===== src/rtl/lsovc_pkg.sv =====
`default_nettype none

package lsovc_pkg;

    // Fixed widths of the item fields on the stream ports.
    localparam int SEQ_FIELD_W  = 32;
    localparam int ADDR_FIELD_W = 48;

    // Bit positions inside the stored kind field.
    localparam int KIND_LOAD_BIT  = 0;
    localparam int KIND_STORE_BIT = 1;
    localparam int KIND_W         = 2;

    typedef enum logic [1:0] {
        CMD_INSERT  = 2'd0,
        CMD_EXECUTE = 2'd1,
        CMD_REMOVE  = 2'd2
    } t_cmd;

    typedef enum logic [1:0] {
        ST_OK        = 2'd0,
        ST_FULL      = 2'd1,
        ST_NOT_FOUND = 2'd2
    } t_status;

    typedef enum logic [1:0] {
        S_IDLE,
        S_SCAN,
        S_FINISH
    } t_state;

    // Result of comparing one stored entry against the current item.
    typedef struct packed {
        logic seq_eq;
        logic word_eq;
        logic younger;
        logic pc_ne;
        logic vseq_gt;
    } t_cmp_res;

endpackage

`default_nettype wire


===== src/rtl/lsovc_ram.sv =====
`default_nettype none

module lsovc_ram #(
    parameter int WIDTH = 8,
    parameter int DEPTH = 32
) (
    input  wire logic                     i_clk,
    input  wire logic                     i_we,
    input  wire logic [$clog2(DEPTH)-1:0] i_waddr,
    input  wire logic [WIDTH-1:0]         i_wdata,
    input  wire logic [$clog2(DEPTH)-1:0] i_raddr,
    output logic      [WIDTH-1:0]         o_rdata
);

    logic [WIDTH-1:0] r_mem [DEPTH];

    always_ff @(posedge i_clk) begin
        if (i_we) begin
            r_mem[i_waddr] <= i_wdata;
        end
        o_rdata <= r_mem[i_raddr];
    end

endmodule

`default_nettype wire


===== src/rtl/lsovc_cmp.sv =====
`default_nettype none

module lsovc_cmp #(
    parameter int WORD_W = 45,
    parameter int SEQ_W  = 32,
    parameter int PC_W   = 48
) (
    input  wire logic [WORD_W-1:0] i_ent_word,
    input  wire logic [SEQ_W-1:0]  i_ent_seq,
    input  wire logic [PC_W-1:0]   i_ent_pc,
    input  wire logic [WORD_W-1:0] i_item_word,
    input  wire logic [SEQ_W-1:0]  i_item_seq,
    input  wire logic [PC_W-1:0]   i_item_pc,
    input  wire logic [SEQ_W-1:0]  i_best_seq,
    output lsovc_pkg::t_cmp_res    o_res
);

    import lsovc_pkg::*;

    always_comb begin
        o_res.seq_eq  = (i_ent_seq == i_item_seq);
        o_res.word_eq = (i_ent_word == i_item_word);
        o_res.younger = (i_ent_seq > i_item_seq);
        o_res.pc_ne   = (i_ent_pc != i_item_pc);
        o_res.vseq_gt = (i_ent_seq > i_best_seq);
    end

endmodule

`default_nettype wire


===== src/rtl/load_store_order_violation_check_top.sv =====
// Channel  | Direction | tdata                                  | tuser
// s_axis   | in        | seq_id, mem_addr, inst_pc              | cmd, is_load, is_store
// m_axis   | out       | violation, violating_seq, forwarded    | status
//
// Every item walks all ENTRIES slots through one compare unit, one slot per cycle,
// reading the slot payload from a RAM with registered read.
// The result is registered in the final step, and the input is ready again in the cycle in which
// the result becomes valid; no new item is taken while one is still being scanned.
// A result still waiting for m_axis_tready holds the next item in its final step.
// Reset clears the slot valid and done bits at once; there is no clearing pass.
`default_nettype none

module load_store_order_violation_check_top #(
    parameter int ENTRIES    = 32,
    parameter int WORD_SHIFT = 3,
    parameter int ADDR_BITS  = 48,
    parameter int SEQ_BITS   = 32
) (
    input  wire logic         i_clk,
    input  wire logic         i_rst_n,
    input  wire logic         s_axis_tvalid,
    output logic              s_axis_tready,
    input  wire logic [127:0] s_axis_tdata,  // seq_id, mem_addr, inst_pc
    input  wire logic [3:0]   s_axis_tuser,  // cmd, is_load, is_store
    output logic              m_axis_tvalid,
    input  wire logic         m_axis_tready,
    output logic [39:0]       m_axis_tdata,  // violation, violating_seq, forwarded, zero fill
    output logic [1:0]        m_axis_tuser   // status
);

    import lsovc_pkg::*;

    localparam int ABITS = (ADDR_BITS < ADDR_FIELD_W) ? ADDR_BITS : ADDR_FIELD_W;
    localparam int SW    = (SEQ_BITS < SEQ_FIELD_W) ? SEQ_BITS : SEQ_FIELD_W;
    localparam int WW    = ABITS - WORD_SHIFT;
    localparam int PW    = ABITS;
    localparam int DW    = WW + SW + PW + KIND_W;
    localparam int AW    = $clog2(ENTRIES);
    localparam int IW    = $clog2(ENTRIES + 1);

    t_state r_state, n_state;
    logic [IW-1:0] r_idx, n_idx;
    logic          r_rd_v;
    logic [AW-1:0] r_rd_idx;

    logic [ENTRIES-1:0] r_valid, n_valid;
    logic [ENTRIES-1:0] r_done, n_done;

    logic [1:0]    r_cmd, n_cmd;
    logic [SW-1:0] r_seq, n_seq;
    logic [WW-1:0] r_word, n_word;
    logic [PW-1:0] r_pc, n_pc;
    logic          r_ld, n_ld;
    logic          r_st, n_st;

    logic          r_self_found, n_self_found;
    logic [AW-1:0] r_self_idx, n_self_idx;
    logic          r_free_found, n_free_found;
    logic [AW-1:0] r_free_idx, n_free_idx;
    logic          r_viol, n_viol;
    logic [SW-1:0] r_vseq, n_vseq;
    logic          r_fwd, n_fwd;

    logic          r_out_valid, n_out_valid;
    t_status       r_out_status, n_out_status;
    logic          r_out_viol, n_out_viol;
    logic [SW-1:0] r_out_vseq, n_out_vseq;
    logic          r_out_fwd, n_out_fwd;

    logic          ram_we;
    logic [DW-1:0] ram_wdata;
    logic [DW-1:0] ram_rdata;

    logic [WW-1:0]     ent_word;
    logic [SW-1:0]     ent_seq;
    logic [PW-1:0]     ent_pc;
    logic [KIND_W-1:0] ent_kind;
    logic              rd_valid;
    logic              rd_done;
    t_cmp_res          cmp;

    assign {ent_kind, ent_pc, ent_seq, ent_word} = ram_rdata;
    assign rd_valid = r_valid[r_rd_idx];
    assign rd_done  = r_done[r_rd_idx];
    assign ram_wdata = {r_st, r_ld, r_pc, r_seq, r_word};

    lsovc_ram #(
        .WIDTH (DW),
        .DEPTH (ENTRIES)
    ) u_ram (
        .i_clk   (i_clk),
        .i_we    (ram_we),
        .i_waddr (r_free_idx),
        .i_wdata (ram_wdata),
        .i_raddr (r_idx[AW-1:0]),
        .o_rdata (ram_rdata)
    );

    lsovc_cmp #(
        .WORD_W (WW),
        .SEQ_W  (SW),
        .PC_W   (PW)
    ) u_cmp (
        .i_ent_word  (ent_word),
        .i_ent_seq   (ent_seq),
        .i_ent_pc    (ent_pc),
        .i_item_word (r_word),
        .i_item_seq  (r_seq),
        .i_item_pc   (r_pc),
        .i_best_seq  (r_vseq),
        .o_res       (cmp)
    );

    always_ff @(posedge i_clk) begin
        if (!i_rst_n) begin
            r_state     <= S_IDLE;
            r_valid     <= '0;
            r_done      <= '0;
            r_out_valid <= 1'b0;
            r_rd_v      <= 1'b0;
        end else begin
            r_state     <= n_state;
            r_valid     <= n_valid;
            r_done      <= n_done;
            r_out_valid <= n_out_valid;
            r_rd_v      <= (r_state == S_SCAN) && (r_idx != IW'(ENTRIES));
        end
    end

    always_ff @(posedge i_clk) begin
        r_idx        <= n_idx;
        r_rd_idx     <= r_idx[AW-1:0];
        r_cmd        <= n_cmd;
        r_seq        <= n_seq;
        r_word       <= n_word;
        r_pc         <= n_pc;
        r_ld         <= n_ld;
        r_st         <= n_st;
        r_self_found <= n_self_found;
        r_self_idx   <= n_self_idx;
        r_free_found <= n_free_found;
        r_free_idx   <= n_free_idx;
        r_viol       <= n_viol;
        r_vseq       <= n_vseq;
        r_fwd        <= n_fwd;
        r_out_status <= n_out_status;
        r_out_viol   <= n_out_viol;
        r_out_vseq   <= n_out_vseq;
        r_out_fwd    <= n_out_fwd;
    end

    always_comb begin
        n_state      = r_state;
        n_idx        = r_idx;
        n_valid      = r_valid;
        n_done       = r_done;
        n_cmd        = r_cmd;
        n_seq        = r_seq;
        n_word       = r_word;
        n_pc         = r_pc;
        n_ld         = r_ld;
        n_st         = r_st;
        n_self_found = r_self_found;
        n_self_idx   = r_self_idx;
        n_free_found = r_free_found;
        n_free_idx   = r_free_idx;
        n_viol       = r_viol;
        n_vseq       = r_vseq;
        n_fwd        = r_fwd;
        n_out_valid  = r_out_valid && !m_axis_tready;
        n_out_status = r_out_status;
        n_out_viol   = r_out_viol;
        n_out_vseq   = r_out_vseq;
        n_out_fwd    = r_out_fwd;
        ram_we       = 1'b0;
        s_axis_tready = (r_state == S_IDLE);

        // One slot's RAM data arrives each cycle of the scan.
        if (r_rd_v) begin
            if (r_cmd == CMD_INSERT) begin
                if (!rd_valid && !r_free_found) begin
                    n_free_found = 1'b1;
                    n_free_idx   = r_rd_idx;
                end
            end else if (rd_valid) begin
                // The lowest slot holding the sequence number is the item itself.
                if (cmp.seq_eq && !r_self_found) begin
                    n_self_found = 1'b1;
                    n_self_idx   = r_rd_idx;
                end else if (cmp.word_eq) begin
                    if (cmp.younger) begin
                        if (rd_done && cmp.pc_ne && r_st && ent_kind[KIND_LOAD_BIT] &&
                            (!r_viol || cmp.vseq_gt)) begin
                            n_viol = 1'b1;
                            n_vseq = ent_seq;
                        end
                    end else if (r_ld && ent_kind[KIND_STORE_BIT] && rd_done) begin
                        n_fwd = 1'b1;
                    end
                end
            end
        end

        unique case (r_state)
            S_IDLE: begin
                if (s_axis_tvalid) begin
                    n_cmd        = s_axis_tuser[1:0];
                    n_ld         = s_axis_tuser[2];
                    n_st         = s_axis_tuser[3];
                    n_seq        = s_axis_tdata[SW-1:0];
                    n_word       = s_axis_tdata[SEQ_FIELD_W+ABITS-1:SEQ_FIELD_W+WORD_SHIFT];
                    n_pc         = s_axis_tdata[SEQ_FIELD_W+ADDR_FIELD_W +: PW];
                    n_self_found = 1'b0;
                    n_free_found = 1'b0;
                    n_viol       = 1'b0;
                    n_vseq       = '0;
                    n_fwd        = 1'b0;
                    n_idx        = '0;
                    n_state      = S_SCAN;
                end
            end
            S_SCAN: begin
                if (r_idx != IW'(ENTRIES)) begin
                    n_idx = r_idx + 1'b1;
                end else begin
                    n_state = S_FINISH;
                end
            end
            S_FINISH: begin
                if (!r_out_valid || m_axis_tready) begin
                    n_out_valid  = 1'b1;
                    n_out_status = ST_OK;
                    n_out_viol   = 1'b0;
                    n_out_vseq   = '0;
                    n_out_fwd    = 1'b0;
                    unique case (r_cmd)
                        CMD_INSERT: begin
                            if (r_free_found) begin
                                ram_we              = 1'b1;
                                n_valid[r_free_idx] = 1'b1;
                                n_done[r_free_idx]  = 1'b0;
                            end else begin
                                n_out_status = ST_FULL;
                            end
                        end
                        CMD_EXECUTE: begin
                            if (r_self_found) begin
                                n_done[r_self_idx] = 1'b1;
                                n_out_viol         = r_viol;
                                n_out_vseq         = r_vseq;
                                n_out_fwd          = r_fwd;
                            end else begin
                                n_out_status = ST_NOT_FOUND;
                            end
                        end
                        CMD_REMOVE: begin
                            if (r_self_found) begin
                                n_valid[r_self_idx] = 1'b0;
                                n_done[r_self_idx]  = 1'b0;
                            end else begin
                                n_out_status = ST_NOT_FOUND;
                            end
                        end
                        default: begin
                            // The unused command code does nothing and reports all zero.
                        end
                    endcase
                    n_state = S_IDLE;
                end
            end
            default: begin
                n_state = S_IDLE;
            end
        endcase
    end

    assign m_axis_tvalid = r_out_valid;
    assign m_axis_tuser  = r_out_status;
    assign m_axis_tdata  = {6'd0, r_out_fwd, SEQ_FIELD_W'(r_out_vseq), r_out_viol};

endmodule

`default_nettype wire


===== config.mk =====
export PLATFORM = sky130hd
export DESIGN_NAME = load_store_order_violation_check_top
export DESIGN_NICKNAME = d
export VERILOG_FILES = /design/src/rtl/lsovc_pkg.sv /design/src/rtl/lsovc_ram.sv /design/src/rtl/lsovc_cmp.sv /design/src/rtl/load_store_order_violation_check_top.sv
export SDC_FILE = /design/constraint.sdc
export NUM_CORES = 2
export LEC_CHECK = 0
export BUFFER_PORTS_ARGS = -buffer_cell sky130_fd_sc_hd__buf_4
export CORE_ASPECT_RATIO = 1.5
export CORE_MARGIN = 1.5
export CORE_UTILIZATION = 40
export CTS_BUF_LIST = sky130_fd_sc_hd__clkbuf_8 sky130_fd_sc_hd__clkbuf_16
export CTS_CLUSTER_DIAMETER = 50
export CTS_CLUSTER_SIZE = 16
export DETAILED_ROUTE_END_ITERATION = 7
export PLACE_DENSITY = 0.53
export SLEW_MARGIN = 0
export SYNTH_ARGS = -nofsm -noshare
export SYNTH_HDL_FRONTEND = slang
export SYNTH_HIERARCHICAL = 1
export SYNTH_SLANG_ARGS = --single-unit

===== constraint.sdc =====
create_clock -name i_clk -period 11.2 [get_ports i_clk]
set_clock_uncertainty 0.2 [all_clocks]
set_input_delay 1.12 -clock i_clk [delete_from_list [all_inputs] [get_ports i_clk]]
set_output_delay 1.12 -clock i_clk [all_outputs]
set_load 0.01 [all_outputs]

==> flow_metrics.py <==
metrics = {
    "power": {
        "cellLeakagePower_nw": 58.5,
        "seqPwrFrac_pct": 53.3,
        "p_comb_share_pct": 8.8,
        "p_sw_share_pct": 23.4,
        "p_per_area_nw_per_um2": 186,
        "intPower_mw": 27.0,
        "p_clk_share_pct": 38.0,
        "ir_drop_mv": 0.128,
        "p_switching_mw": 8.26,
    },
    "floorplan": {
        "io-pin-count": 180,
        "die_h_um": 797,
        "start_util_pct": 40.2,
        "die_w_um": 532,
        "rows": 291,
        "core_um2": 419000,
        "die-area_um2": 424000,
    },
    "clock_network": {
        "post-cts-setup-buffers": 0,
        "clock_latency_ns": 0.97,
        "clk_pin_slew_ns": 0.07,
        "cts_root_buf": "clkbuf_16",
        "cts_resized": 0,
        "cts.htree.levels": 5,
        "clockBufferDepth": 4,
        "hold_buffers": 0,
        "cts.sinks": 4481,
        "cts_tree": "done",
        "cts-buffers-inserted": 379,
    },
    "setup_path": {
        "crit_slowest_cell": "edfxtp_1",
        "critPathKind": "reg2reg",
        "cp.arrival_ns": 7.04,
        "crit_fanout": 65,
        "required_ns": 11.86,
        "worstSetupStartpointType": "flop",
        "critPathCaptureType": "flop",
        "cp_top_family": "simple AND/OR/NAND/NOR gates",
        "cpPeakStageDelay_ns": 0.95,
        "worst_path_most_repeated_cell": "a21oi_1",
        "cp_num_buf_inv": 1,
        "crit_chain": "inv_1 -> ha_1 -> nand4_1 -> nor4_1 -> o31ai_1 -> a21oi_1 -> nand4_1 -> a21oi_1 -> nand4bb_4 -> or4b_1 -> a21oi_1",
    },
    "timing": {
        "tns_ns": 0,
        "slew_headroom_pct": 2.66,
        "max_freq_ghz": 0.157,
        "tightest_slew_ns": 1.45,
        "fin_ws_ns": 4.82,
        "timing.final.crit_share_pct": 56.9,
        "final-hold-violation-count": 0,
        "min_period_ns": 6.38,
        "finalMaxSlewViolations": 0,
        "setup_viol": 0,
        "rsz0062_at_grt": "no",
    },
    "route": {
        "ant_nets": 0,
        "via_count": 81400,
        "wl_per_cell_um": 33.3,
        "via_per_inst": 5.86,
        "drcViolationCount": 0,
        "dr.first_iter.drc_count": 8425,
        "drt_first_pass_iters": 5,
        "drt-total-wl_mm": 462,
    },
    "logic_synthesis": {
        "synth-edff-count": 4245,
        "synth_cell_type_count": 64,
        "synth_top_area_cell": "edfxtp_1",
        "ys.flop_type": "edfxtp_1",
        "ys_seq_elements": 4481,
        "syn_avg_cell_area_um2": 22.1,
        "ys_top_cells_by_area": "edfxtp_1, mux4_2, dfxtp_1, o22ai_1, mux2i_1",
        "async_reset_ff_share_pct": 0,
        "synth_top_area_share_pct": 75.8,
        "yosys_warnings": 6,
        "synth_cells": 7617,
        "syn_area_um2": 168000,
        "synth-seq-area-share_pct": 78.6,
    },
    "run_status": {
        "status": "completed",
    },
    "global_route": {
        "grt_use_met1_pct": 28.3,
        "grt_usage_pct": 21.4,
        "grt_antenna_before_repair": 12,
        "grt_pass1_vias": 83800,
        "grt_pass1_wl_mm": 647,
        "overflow": 0,
        "gr-usage-met2_pct": 37.8,
        "grt_use_met3_pct": 2.46,
        "top_usage_layer": "met2",
        "grt_max_degree": 135,
    },
    "flow_run": {
        "cap_viol_max_count": 0,
    },
    "layout": {
        "final_common_cell": "edfxtp_1",
        "fin_cells": 13900,
        "drive_gt1_share_pct": 24.6,
        "fillCellCount": 35200,
        "area_growth_pct": 12.5,
        "mostFrequentLayoutCells": "edfxtp_1, mux4_2, o22ai_1",
        "fin_nets": 8222,
        "final_util_pct": 45.2,
    },
    "placement": {
        "port_buffers": 170,
        "dp_hpwl_mm": 231,
        "dp.cells": 13200,
        "place_congestion": 0.752,
        "dpl_worst_slack_ns": 4.44,
    },
    "min_path": {
        "hold_path_class": "in2reg",
    },
}
-- power groups by stage --
stage,clock network (mW),logic [mW],registers (mW)
CTS,13.7,3.16,18.8
floorplan,0,2.01,19.1
global route,14.2,3.30,18.8
detailed placement,0,3.14,19.2
finish,13.4,3.09,18.8
global placement,0,3.13,19.1
-- per-layer routing --
metal	share of wire, %	wire [um]
met3	5.3	24400
met5	0.0045	21
met2	52	240000
met4	2.2	10300
met1	40	187000
-- Yosys cell counts (all sizes together) (16+ instances only) --
cell type	count
buf	269
a21boi	56
dfxtp	236
o31ai	34
o22ai	445
and3	46
or4b	32
clkbuf	160
nand4	53
xnor2	81
inv	71
mux2i	149
o21ai	69
nor4	123
xor2	16
nand2	82
nand3	54
nor2	62
edfxtp	4245
a22oi	129
a21oi	68
ha	70
mux4	964
-- kinds of logic (layout without fill, tap and decap cells) --
| group | Yosys count | in the layout | share of synthesized area [%] |
|---|---|---|---|
| xor gates and xnor gates | 97 | 97 | 0.505 |
| DFF | 4481 | 4481 | 78.6 |
| other | 1 | 11 | 0.00223 |
| AOI/OAI and AO/OA | 820 | 820 | 3.14 |
| adders and majority gates | 70 | 70 | 0.521 |
| muxes | 1114 | 1114 | 13.8 |
| buffers and inverters | 501 | 1196 | 1.54 |
| and+or+nand+nor | 533 | 533 | 1.86 |
-- flip-flops by register name, summed over array words and instances, names as in the netlist, 2 cells and up --
signal	flops
r_free_idx	5
u_ram/r_mem	4064
r_pc	48
r_self_idx	5
r_vseq	32
u_ram/o_rdata	127
m_axis_tuser	2
r_idx	6
r_state	2
r_rd_idx	5
r_cmd	2
r_done	32
r_valid	32
r_seq	32
r_word	45
r_out_vseq	32
-- through the flow --
stage | hold slack (ns) | power [mW] | instance area [um^2]
after global placement | 0.245 | 22.3 | 177000
after global routing | 0.0875 | 36.3 | 189000
after CTS | 0.0534 | 35.6 | 189000
after detailed placement | 0.268 | 22.3 | 177000
after floorplan | 0.217 | 21.2 | 168000
final | 0.133 | 35.3 | 189000
-- final timing paths --
kind / start / slack [ns] / endpoint / cells past startpoint
hold / removal: s_axis_tdata[107] / 0.13 / r_pc[27] / 1
hold reg to reg: r_done[22] / 0.28 / r_done[22] / 2
setup / recovery: r_seq[31] / 4.82 / r_vseq[19] / 11
setup reg to reg: r_seq[31] / 4.82 / r_vseq[19] / 11
-- area by class of cell --
| type | count | area, um^2 | area share (%) |
|---|---|---|---|
| Sequential cell | 4481 | 132000 | 69.9 |
| Clock inverter | 270 | 2390 | 1.26 |
| Tap cell | 5567 | 6970 | 3.68 |
| Clock buffer | 412 | 10000 | 5.30 |
| Inverter | 72 | 278 | 0.147 |
| Antenna cell | 5 | 12.5 | 0.00661 |
| Multi-Input combinational cell | 2640 | 33800 | 17.8 |
| Timing Repair Buffer | 442 | 3570 | 1.89 |
Note: power is estimated with default switching activity, not from simulation.
